[src/rtl/sbda_pkg.sv]
// Shared types and constants for the signed binary to decimal ASCII converter.
// Holds the ASCII codes, the pipeline control struct, the serialiser states
// and the digit-count helper. Depends on nothing.
package sbda_pkg;

    // ASCII codes used in the output text.
    localparam logic [7:0] ASCII_ZERO  = 8'd48;
    localparam logic [7:0] ASCII_MINUS = 8'd45;

    // Width of one BCD digit.
    localparam int DIGIT_BITS = 4;

    // Shift steps of double dabble carried out in one pipeline stage.
    localparam int STEPS_PER_STAGE = 4;

    // Control that travels alongside the data through the pipeline.
    typedef struct packed {
        logic valid;
        logic neg;
    } t_stage_ctl;

    // Output serialiser states.
    typedef enum logic [1:0] {
        SER_IDLE,
        SER_SIGN,
        SER_DIGITS
    } t_ser_state;

    // Decimal digits needed for the largest magnitude, 2^(bits-1).
    function automatic int num_digits(input int bits);
        longint unsigned v;
        int              n;
        begin
            v = 64'd1 << (bits - 1);
            n = 0;
            for (int i = 0; i < 20; i++) begin
                if (v != 0) begin
                    n = n + 1;
                    v = v / 10;
                end
            end
            return n;
        end
    endfunction

endpackage

[src/rtl/signed_binary_to_decimal_ascii.sv]
// Top level of the signed binary to decimal ASCII converter.
// Uses sbda_pkg, sbda_dabble_stage and sbda_serializer.
//
//   Channel | Handshake            | Payload
//   --------+----------------------+-------------------------------
//   input   | start, busy          | i_value (VALUE_BITS, signed)
//   output  | o_strobe             | o_character (8), o_last_char
//
// A number is taken into a sign/magnitude register, then passes through
// ceil(VALUE_BITS/4) double dabble stages to the serialiser, which loads
// it into its state, digit and count registers. The serialiser then sends
// one character per cycle: digit count plus one for a negative value, at most
// six at 16 bits, and that count sets the sustained rate per number.
// Reset is synchronous and active low; it clears valid bits and the serialiser state.
// The receiver cannot stall; busy rises while the pipeline waits on the
// serialiser, and the whole pipeline holds until it can hand over.
module signed_binary_to_decimal_ascii
    import sbda_pkg::*;
#(
    parameter int VALUE_BITS = 16
) (
    input  logic                         i_clk,
    input  logic                         i_rst_n,
    input  logic                         start,
    input  logic signed [VALUE_BITS-1:0] i_value,
    output logic                         busy,
    output logic                         o_strobe,
    output logic [7:0]                   o_character,
    output logic                         o_last_char
);

    localparam int N_DIGITS = num_digits(VALUE_BITS);
    localparam int BCD_W    = N_DIGITS * DIGIT_BITS;
    localparam int N_STAGES = (VALUE_BITS + STEPS_PER_STAGE - 1) / STEPS_PER_STAGE;

    t_stage_ctl            r_in_ctl;
    logic [VALUE_BITS-1:0] r_mag;
    logic [VALUE_BITS-1:0] n_mag;
    logic                  w_en;
    logic                  w_ser_ready;

    t_stage_ctl            w_ctl [0:N_STAGES];
    logic [BCD_W-1:0]      w_bcd [0:N_STAGES];
    logic [VALUE_BITS-1:0] w_bin [0:N_STAGES];

    // The pipeline moves unless a finished number waits on the serialiser.
    assign w_en = !w_ctl[N_STAGES].valid || w_ser_ready;
    assign busy = !w_en;

    // Magnitude in unsigned arithmetic, so the most negative value is exact.
    assign n_mag = i_value[VALUE_BITS-1] ? (~i_value + VALUE_BITS'(1)) : i_value;

    always_ff @(posedge i_clk) begin
        if (!i_rst_n) begin
            r_in_ctl <= '0;
        end else if (w_en) begin
            r_in_ctl.valid <= start;
            r_in_ctl.neg   <= i_value[VALUE_BITS-1];
        end
    end

    always_ff @(posedge i_clk) begin
        if (w_en) begin
            r_mag <= n_mag;
        end
    end

    assign w_ctl[0] = r_in_ctl;
    assign w_bcd[0] = '0;
    assign w_bin[0] = r_mag;

    // Chain of double dabble stages; the last one may take fewer steps.
    for (genvar g = 0; g < N_STAGES; g++) begin : g_dabble
        localparam int REST  = VALUE_BITS - g * STEPS_PER_STAGE;
        localparam int STEPS = (REST < STEPS_PER_STAGE) ? REST : STEPS_PER_STAGE;

        sbda_dabble_stage #(
            .VALUE_BITS (VALUE_BITS),
            .N_STEPS    (STEPS)
        ) u_stage (
            .i_clk   (i_clk),
            .i_rst_n (i_rst_n),
            .i_en    (w_en),
            .i_ctl   (w_ctl[g]),
            .i_bcd   (w_bcd[g]),
            .i_bin   (w_bin[g]),
            .o_ctl   (w_ctl[g+1]),
            .o_bcd   (w_bcd[g+1]),
            .o_bin   (w_bin[g+1])
        );
    end

    // Character output.
    sbda_serializer #(
        .VALUE_BITS (VALUE_BITS)
    ) u_serializer (
        .i_clk       (i_clk),
        .i_rst_n     (i_rst_n),
        .i_ctl       (w_ctl[N_STAGES]),
        .i_bcd       (w_bcd[N_STAGES]),
        .o_ready     (w_ser_ready),
        .o_strobe    (o_strobe),
        .o_character (o_character),
        .o_last_char (o_last_char)
    );

`ifndef ASSERT_OFF
    // A character that is not the last is always followed by another.
    a_run_unbroken: assert property (@(posedge i_clk) disable iff (!i_rst_n)
        o_strobe && !o_last_char |=> o_strobe)
        else $error("character run broken before its last character");

    // A minus sign is followed by a digit.
    a_sign_then_digit: assert property (@(posedge i_clk) disable iff (!i_rst_n)
        o_strobe && (o_character == ASCII_MINUS) |=>
        o_strobe && (o_character != ASCII_MINUS))
        else $error("minus sign not followed by a digit");

    // Busy only while a finished number waits at the end of the pipeline.
    a_busy_cause: assert property (@(posedge i_clk) disable iff (!i_rst_n)
        busy |-> w_ctl[N_STAGES].valid && !w_ser_ready)
        else $error("busy raised without a waiting number");
`endif

endmodule

[src/rtl/sbda_dabble_stage.sv]
// One register stage of the double dabble binary to BCD converter.
// Performs a fixed number of add-3 and shift steps, then registers the result.
// Depends on sbda_pkg.
module sbda_dabble_stage
    import sbda_pkg::*;
#(
    parameter int VALUE_BITS = 16,
    parameter int N_STEPS    = 4
) (
    input  logic                                        i_clk,
    input  logic                                        i_rst_n,
    input  logic                                        i_en,
    input  t_stage_ctl                                  i_ctl,
    input  logic [num_digits(VALUE_BITS)*DIGIT_BITS-1:0] i_bcd,
    input  logic [VALUE_BITS-1:0]                       i_bin,
    output t_stage_ctl                                  o_ctl,
    output logic [num_digits(VALUE_BITS)*DIGIT_BITS-1:0] o_bcd,
    output logic [VALUE_BITS-1:0]                       o_bin
);

    localparam int N_DIGITS = num_digits(VALUE_BITS);
    localparam int BCD_W    = N_DIGITS * DIGIT_BITS;

    logic [BCD_W-1:0]      n_bcd;
    logic [VALUE_BITS-1:0] n_bin;
    t_stage_ctl            r_ctl;
    logic [BCD_W-1:0]      r_bcd;
    logic [VALUE_BITS-1:0] r_bin;

    // Each step corrects every digit of five or more, then shifts in one bit.
    always_comb begin
        n_bcd = i_bcd;
        n_bin = i_bin;
        for (int s = 0; s < N_STEPS; s++) begin
            for (int d = 0; d < N_DIGITS; d++) begin
                if (n_bcd[d*DIGIT_BITS +: DIGIT_BITS] >= 4'd5) begin
                    n_bcd[d*DIGIT_BITS +: DIGIT_BITS] =
                        n_bcd[d*DIGIT_BITS +: DIGIT_BITS] + 4'd3;
                end
            end
            n_bcd = {n_bcd[BCD_W-2:0], n_bin[VALUE_BITS-1]};
            n_bin = {n_bin[VALUE_BITS-2:0], 1'b0};
        end
    end

    // Control is reset; the data registers are not.
    always_ff @(posedge i_clk) begin
        if (!i_rst_n) begin
            r_ctl <= '0;
        end else if (i_en) begin
            r_ctl <= i_ctl;
        end
    end

    always_ff @(posedge i_clk) begin
        if (i_en) begin
            r_bcd <= n_bcd;
            r_bin <= n_bin;
        end
    end

    assign o_ctl = r_ctl;
    assign o_bcd = r_bcd;
    assign o_bin = r_bin;

endmodule

[src/rtl/sbda_serializer.sv]
// Output serialiser: strips leading zeros and sends the sign and the digits
// one character per cycle, marking the last one. Depends on sbda_pkg.
module sbda_serializer
    import sbda_pkg::*;
#(
    parameter int VALUE_BITS = 16
) (
    input  logic                                        i_clk,
    input  logic                                        i_rst_n,
    input  t_stage_ctl                                  i_ctl,
    input  logic [num_digits(VALUE_BITS)*DIGIT_BITS-1:0] i_bcd,
    output logic                                        o_ready,
    output logic                                        o_strobe,
    output logic [7:0]                                  o_character,
    output logic                                        o_last_char
);

    localparam int N_DIGITS = num_digits(VALUE_BITS);
    localparam int BCD_W    = N_DIGITS * DIGIT_BITS;
    localparam int CNT_W    = $clog2(N_DIGITS + 1);

    t_ser_state       r_state;
    t_ser_state       n_state;
    logic [BCD_W-1:0] r_bcd;
    logic [BCD_W-1:0] n_bcd;
    logic [CNT_W-1:0] r_left;
    logic [CNT_W-1:0] n_left;
    logic [CNT_W-1:0] w_ndig;
    logic [BCD_W-1:0] w_aligned;

    // Count significant digits; zero still has one.
    always_comb begin
        w_ndig = CNT_W'(1);
        for (int k = 0; k < N_DIGITS; k++) begin
            if (i_bcd[k*DIGIT_BITS +: DIGIT_BITS] != '0) begin
                w_ndig = CNT_W'(k + 1);
            end
        end
    end

    // Move the most significant digit to the top of the word.
    always_comb begin
        w_aligned = i_bcd;
        for (int k = 0; k < N_DIGITS; k++) begin
            if (w_ndig == CNT_W'(k + 1)) begin
                w_aligned = i_bcd << (DIGIT_BITS * (N_DIGITS - 1 - k));
            end
        end
    end

    // State register.
    always_ff @(posedge i_clk) begin
        if (!i_rst_n) begin
            r_state <= SER_IDLE;
        end else begin
            r_state <= n_state;
        end
    end

    always_ff @(posedge i_clk) begin
        r_bcd  <= n_bcd;
        r_left <= n_left;
    end

    // Next state and outputs; a new number loads as the last character leaves.
    always_comb begin
        n_state     = r_state;
        n_bcd       = r_bcd;
        n_left      = r_left;
        o_ready     = 1'b0;
        o_strobe    = 1'b0;
        o_last_char = 1'b0;
        o_character = ASCII_ZERO + {4'b0000, r_bcd[BCD_W-1 -: DIGIT_BITS]};
        case (r_state)
            SER_IDLE: begin
                o_ready = 1'b1;
            end
            SER_SIGN: begin
                o_strobe    = 1'b1;
                o_character = ASCII_MINUS;
                n_state     = SER_DIGITS;
            end
            SER_DIGITS: begin
                o_strobe    = 1'b1;
                o_last_char = (r_left == CNT_W'(1));
                n_bcd       = r_bcd << DIGIT_BITS;
                n_left      = r_left - CNT_W'(1);
                if (o_last_char) begin
                    o_ready = 1'b1;
                    n_state = SER_IDLE;
                end
            end
            default: begin
                n_state = SER_IDLE;
            end
        endcase
        if (o_ready && i_ctl.valid) begin
            n_bcd   = w_aligned;
            n_left  = w_ndig;
            n_state = i_ctl.neg ? SER_SIGN : SER_DIGITS;
        end
    end

endmodule
[config.mk]
export PLATFORM = sky130hd
export DESIGN_NAME = signed_binary_to_decimal_ascii
export DESIGN_NICKNAME = d
export VERILOG_FILES = /design/src/rtl/sbda_pkg.sv /design/src/rtl/signed_binary_to_decimal_ascii.sv /design/src/rtl/sbda_dabble_stage.sv /design/src/rtl/sbda_serializer.sv
export SDC_FILE = /design/constraint.sdc
export NUM_CORES = 1
export LEC_CHECK = 0
export BUFFER_PORTS_ARGS = -buffer_cell sky130_fd_sc_hd__buf_4
export CAP_MARGIN = 20
export CORE_MARGIN = 4
export CORE_UTILIZATION = 57
export DETAILED_ROUTE_END_ITERATION = 8
export PLACE_DENSITY = 0.77
export SYNTH_ARGS = -nofsm -noshare
export SYNTH_HDL_FRONTEND = slang
export SYNTH_SLANG_ARGS = --single-unit
[constraint.sdc]
create_clock -name i_clk -period 4.03 [get_ports i_clk]
set_clock_uncertainty 0.15 [all_clocks]
set_input_delay 0.403 -clock i_clk [delete_from_list [all_inputs] [get_ports i_clk]]
set_output_delay 0.403 -clock i_clk [all_outputs]
set_load 0.01 [all_outputs]
==> results of run 1 <==
## layer usage
layer  global-route usage (%)  up-vias  wire (um)
met5                        0        -          0
met4                     7.97        0        277
met3                     3.65       22        691
met2                     32.0      146       7920
met1                     23.9     3333       7370
li1                         -     3666          -
## per-stage QoR
stage	hold slack [ns]	util (%)	worst slack [ns]	cell area, um^2	std cells
final	0.0444	65.0	0.348	9920	1219
after detailed placement	0.255	61.0	0.185	9310	1188
after CTS	0.0251	64.7	0.171	9870	1219
after global placement	0.253	61.0	0.357	9310	1188
after floorplan	0.250	-	0.242	8900	977
after global routing	0.0364	65.0	0.0191	9920	1219
## flip-flops by register name, indices dropped and copies added (netlist names)
name	cells
g_dabble.u_stage.o_bin	24
g_dabble.u_stage.o_ctl	8
r_mag	16
r_in_ctl	2
u_serializer.r_state	2
g_dabble.u_stage.o_bcd	50
u_serializer.r_left	3
u_serializer.r_bcd	20
## what timing repair did
item	4_1_cts	5_1_grt
gates resized for setup	0	7
endpoints found under the hold margin	0	0
endpoints found under the setup margin	0	8
## area by class of cell
class	instances	area, um^2	share of cell area [%]
Clock buffer	20	437	4.40
Tap cell	211	264	2.66
Inverter	51	191	1.93
Multi-Input combinational cell	759	4940	49.8
Sequential cell	125	3630	36.6
Clock inverter	11	125	1.26
Timing Repair Buffer	42	328	3.30
## Yosys cell counts (6+ instances only)
master    number  share of area (%)
a21boi_0      12                1.0
mux2i_1       17                1.9
nand3_1       15               0.84
nor3_1        26                1.5
edfxtp_1     113                 38
a211oi_1       7               0.59
nor4_1         8               0.56
nor2b_1       10               0.70
clkbuf_1      31                1.3
mux2_2         7               0.89
o21ai_0       71                4.0
ha_1          38                5.3
a21oi_1       89                5.0
a31oi_1       12               0.84
and3_1         8               0.56
xnor2_1       37                3.6
o21a_1        13                1.1
nor2_1        77                3.2
dfxtp_1       12                2.7
a21o_1         7               0.59
or2_2          6               0.42
a22oi_1       13                1.1
o21bai_1       8               0.67
a221oi_1       7               0.69
o22ai_1       15                1.1
nand2_1      112                4.7
o21ai_1       10               0.56
o31ai_1        7               0.59
nand2b_1      18                1.3
inv_1         48                2.0
o211ai_1       7               0.59
## worst max-delay path: cells and delay by family, from the launching register on
kind                     cells  cell delay [ns]
AO/OA/AOI/OAI                7             1.46
adder cells (fa/ha/maj)      2             0.49
flip-flops                   1             0.47
buffers and inverters        2             0.33
AND/OR/NAND/NOR              2             0.30
multiplexers                 1             0.30
## how the worst max path moves through the flow
stage | cells after the start | endpoint | start
3_5_place_dp | 15 | g_dabble[3].u_stage.o_bcd[6]$_DFFE_PN_ | g_dabble[2].u_stage.o_bcd[4]$_DFFE_PN_
3_3_place_gp | 15 | g_dabble[3].u_stage.o_bcd[6]$_DFFE_PN_ | g_dabble[2].u_stage.o_bcd[4]$_DFFE_PN_
6_report | 14 | g_dabble[3].u_stage.o_bcd[6]$_DFFE_PN_ | g_dabble[2].u_stage.o_bcd[4]$_DFFE_PN_
2_1_floorplan | 17 | g_dabble[3].u_stage.o_bcd[5]$_DFFE_PN_ | g_dabble[2].u_stage.o_bcd[0]$_DFFE_PN_
4_1_cts | 15 | g_dabble[3].u_stage.o_bcd[6]$_DFFE_PN_ | g_dabble[2].u_stage.o_bcd[4]$_DFFE_PN_
5_1_grt | 18 | g_dabble[1].u_stage.o_bcd[6]$_DFFE_PN_ | g_dabble[0].u_stage.o_bcd[0]$_DFFE_PN_
## kinds of logic after synthesis
group	after synthesis	synth area share, %
adder cells (fa/ha/maj)	40	5.58
other	2	0.0844
multiplexers	29	3.64
buffers and inverters	93	4.33
AO/OA/AOI/OAI	333	24.5
XOR/XNOR	47	5.05
AND/OR/NAND/NOR	307	16.0
flip-flops	125	40.8
==> impl_metrics.env, run 1 <==
export IMPL_status="complete, no violations"
export IMPL_cts_buffer_depth=2
export IMPL_rows=45
export IMPL_clk_pin_slew_worst_paths_ns=0.05
export IMPL_die_w_um=133
export IMPL_maxCapViolCount=0
export IMPL_die_area_mm2=0.0177
export IMPL_ios=30
export IMPL_min_to="r_mag[0]$_DFFE_PN_"
export IMPL_first_global_vias=6541
export IMPL_core_area_mm2=0.0153
export IMPL_initial_core_util_pct=58.3
export IMPL_synthCells=976
export IMPL_cp_max_fo=8
export IMPL_start_kind="flop"
export IMPL_worstPathRequired_ns=4.13
export IMPL_drc=0
export IMPL_rrSetupSlack_ns=0.35
export IMPL_ys_types=86
export IMPL_layout_min_cycle_time_ns=3.68
export IMPL_rsz0062_at_grt="false"
export IMPL_gr_usage_all_layers_pct=19.0
export IMPL_final_common_cell="edfxtp_1"
export IMPL_grt_max_degree=80
export IMPL_root_buffer="clkbuf_16"
export IMPL_avgRoutedWirePerCell_um=13.3
export IMPL_finalHoldViolCount=0
export IMPL_drv_slew=0
export IMPL_gp_congestion=0.880
export IMPL_min_path_type="input port to flop"
export IMPL_clkLatencyLatePin_ns=0.42
export IMPL_dr_pass1_iters=5
export IMPL_synth_edff_count=113
export IMPL_drt_wl_total_um=16300
export IMPL_tns_ns=0
export IMPL_max_stage_delay_ns=0.47
export IMPL_crit_chain="ha_1 > nand2b_1 > a21oi_1 > mux2i_2 > a21oi_1 > o2bb2ai_4 > inv_1 > ha_1 > a211o_1 > o2bb2ai_2 > buf_4 > nand2b_1 > o221a_2 > o21ai_0"
export IMPL_area_growth_pct=11.5
export IMPL_viasPerCell=5.88
export IMPL_cts_tree="built"
export IMPL_post_cts_buffers=0
export IMPL_relSlewSlack_pct=31.0
export IMPL_dr_total_vias=7167
export IMPL_cp_arrival_ns=3.78
export IMPL_ys_seq_area_share_pct=40.8
export IMPL_synth_warnings=0
export IMPL_cts_made_buffers=17
export IMPL_postCtsHoldBufs=0
export IMPL_crit_slowest_cell="edfxtp_1"
export IMPL_numClockSinks=125
export IMPL_min_path_cells=1
export IMPL_cts_htree_levels=4
export IMPL_async_flop_share_pct=0
export IMPL_num_antenna_cells=0
export IMPL_fillers=1224
export IMPL_setup_viol=0
export IMPL_drtIter0Drc=381
export IMPL_critPathKind="flop to flop"
export IMPL_fin_crit_sh_pct=91.4
export IMPL_synth_area_mm2=0.00890
export IMPL_hp_start="i_value[0]"
export IMPL_rr_worst_depth=14
export IMPL_synth_main_ff_cell="edfxtp_1"
export IMPL_layout_common_cells="edfxtp_1, nand2_1, a21oi_1, nor2_1, o21ai_0"
export IMPL_fin_nets=1053
export IMPL_antenna_found_initial=0
export IMPL_grt_pass1_wl_um=28500
export IMPL_die_h_um=133
export IMPL_fmax_mhz=272
export IMPL_synth_seq_cells=125
export IMPL_syn_avg_cell_area_um2=9.12
export IMPL_end_kind="flop"
export IMPL_rr_endpoint="g_dabble[3].u_stage.o_bcd[6]$_DFFE_PN_"
export IMPL_drive_gt1_share_pct=11.9
export IMPL_portBuffers=26
export IMPL_rr_startpoint="g_dabble[2].u_stage.o_bcd[4]$_DFFE_PN_"
export IMPL_overflow=0
export IMPL_antenna_left=0
export IMPL_tightest_slew_ns=1.03
export IMPL_place_hpwl_um=11100
Power of run 1 is left out: the tool's default activity adds up to more than one toggle a clock period on the data nets, which glitch-free logic cannot reach.
==> run 2, diff against run 1 <==
--- a/config.mk
+++ b/config.mk
@@ -7,10 +7,12 @@
 export LEC_CHECK = 0
 export BUFFER_PORTS_ARGS = -buffer_cell sky130_fd_sc_hd__buf_4
 export CAP_MARGIN = 20
+export CELL_PAD_IN_SITES_DETAIL_PLACEMENT = 1
+export CELL_PAD_IN_SITES_GLOBAL_PLACEMENT = 2
 export CORE_MARGIN = 4
-export CORE_UTILIZATION = 57
+export CORE_UTILIZATION = 36
 export DETAILED_ROUTE_END_ITERATION = 8
-export PLACE_DENSITY = 0.77
+export PLACE_DENSITY_LB_ADDON = 0.1
 export SYNTH_ARGS = -nofsm -noshare
 export SYNTH_HDL_FRONTEND = slang
 export SYNTH_SLANG_ARGS = --single-unit
==> impl_metrics.env, run 2 (same netlist as run 1, synthesis figures left out) <==
export IMPL_gr_usage_all_layers_pct=15.6
export IMPL_status="complete, no violations"
export IMPL_dr_total_vias=7224
export IMPL_grt_most_used_layer="met2"
export IMPL_die_h_um=165
export IMPL_clkLatencyLatePin_ns=0.42
export IMPL_antenna_left=0
export IMPL_met2_usage_pct=27.4
export IMPL_setup_viol=0
export IMPL_cts_tree="built"
export IMPL_finalHoldViolCount=0
export IMPL_viasPerCell=5.36
export IMPL_largest_reg_flops=50
export IMPL_final_common_cell="edfxtp_1"
export IMPL_min_path_type="input port to flop"
export IMPL_initial_core_util_pct=36.6
export IMPL_first_global_vias=7386
export IMPL_core_area_mm2=0.0243
export IMPL_post_route_util_pct=42.1
export IMPL_grt_pass1_wl_um=35100
export IMPL_clk_pin_slew_worst_paths_ns=0.07
export IMPL_use_met1_pct=19.5
export IMPL_grt_max_degree=49
export IMPL_fmax_mhz=270
export IMPL_tns_ns=0
export IMPL_area_growth_pct=15.0
export IMPL_die_w_um=165
export IMPL_multi_input_area_mm2=0.00491
export IMPL_die_area_mm2=0.0273
export IMPL_use_met3_pct=2.38
export IMPL_rsz0062_at_grt="false"
export IMPL_cp_max_fo=12
export IMPL_postPlaceCellArea_mm2=0.00956
export IMPL_layout_common_cells="edfxtp_1, nand2_1, a21oi_1, nor2_1, o21ai_0"
export IMPL_drv_slew=0
export IMPL_drive_gt1_share_pct=14.2
export IMPL_end_kind="flop"
export IMPL_relSlewSlack_pct=35.2
export IMPL_gp_congestion=0.769
export IMPL_cts_buffer_depth=2
export IMPL_dr_pass1_iters=5
export IMPL_ios=30
export IMPL_final_area_mm2=0.0102
export IMPL_fillers=2757
export IMPL_maxCapViolCount=0
export IMPL_drtIter0Drc=356
export IMPL_hold_slack_ns=0.0493
export IMPL_drc=0
export IMPL_numClockSinks=125
export IMPL_num_antenna_cells=0
export IMPL_critPathKind="flop to flop"
export IMPL_antenna_found_initial=0
export IMPL_cts_htree_levels=4
export IMPL_fin_crit_sh_pct=92.0
export IMPL_rows=57
export IMPL_start_kind="flop"
export IMPL_avgRoutedWirePerCell_um=15.0
export IMPL_drt_wl_total_um=20200
export IMPL_tightest_slew_ns=0.969
export IMPL_cts_made_buffers=17
export IMPL_portBuffers=26
export IMPL_fin_nets=1069
export IMPL_worstPathRequired_ns=4.05
export IMPL_regArea_mm2=0.00363
export IMPL_cp_arrival_ns=3.73
export IMPL_root_buffer="clkbuf_16"
export IMPL_place_hpwl_um=14500
export IMPL_overflow=0
export IMPL_layout_min_cycle_time_ns=3.71
==> run 2: changes by cell type in the layout (fill, tap and decap cells not counted), moves of 2 or more <==
cell | before | now
clkinv_4 | 0 | 2
inv_6 | 0 | 6
clkinv_1 | 6 | 0
inv_8 | 0 | 3
clkbuf_1 | 3 | 0
buf_4 | 41 | 58
==> run 2: final cells by class <==
type	instances	area share [%]
clock buffer	17	4.16
clock inverter	15	2.19
tap	324	3.96
sequential	125	35.5
inverter	51	1.87
timing repair buffer	58	4.26
multi-input combinational	759	48.0
==> run 2: metrics by stage <==
| step | setup slack (ns) | instances |
|---|---|---|
| 5_1_grt | 0.00732 | 1349 |
| 6_report | 0.321 | 1349 |
| 2_1_floorplan | 0.242 | 977 |
| 3_3_place_gp | 0.262 | 1317 |
| 4_1_cts | 0.118 | 1349 |
| 3_5_place_dp | 0.148 | 1317 |
==> run 2: final timing paths <==
path                                             endpoint  slack [ns]  cells past startpoint                              startpoint
setup reg to reg   g_dabble[3].u_stage.o_bcd[5]$_DFFE_PN_        0.32                     14  g_dabble[2].u_stage.o_bcd[0]$_DFFE_PN_
hold / removal                         r_mag[0]$_DFFE_PN_        0.05                      1                              i_value[0]
setup / recovery   g_dabble[3].u_stage.o_bcd[5]$_DFFE_PN_        0.32                     14  g_dabble[2].u_stage.o_bcd[0]$_DFFE_PN_
hold reg to reg   g_dabble[1].u_stage.o_bin[11]$_DFFE_PN_        0.27                      0  g_dabble[0].u_stage.o_bin[7]$_DFFE_PN_
==> run 2: what timing repair did <==
item	in CTS	in global routing
endpoints found under the setup margin	0	9
buffers inserted	0	0
resized for setup	0	4
hold buffers	0	0
endpoints found under the hold margin	0	0
==> run 2: critical path: stages (launching register included) <==
cell	delay (ns)
edfxtp_1	0.47
inv_1	0.13
ha_1	0.25
and2b_1	0.18
o21ba_4	0.20
mux2i_4	0.38
o211ai_1	0.17
and3_1	0.23
ha_1	0.20
a211o_1	0.27
o2bb2ai_2	0.21
o21ai_0	0.31
a21oi_1	0.11
a21oi_1	0.13
a21oi_1	0.08
==> run 2: metal layers <==
metal	share of wire (%)	wire length [um]
met2	50	10100
met1	46	9230
met5	0	0
met4	1.9	391
met3	2.5	502
Power of run 2 is left out for the same reason.
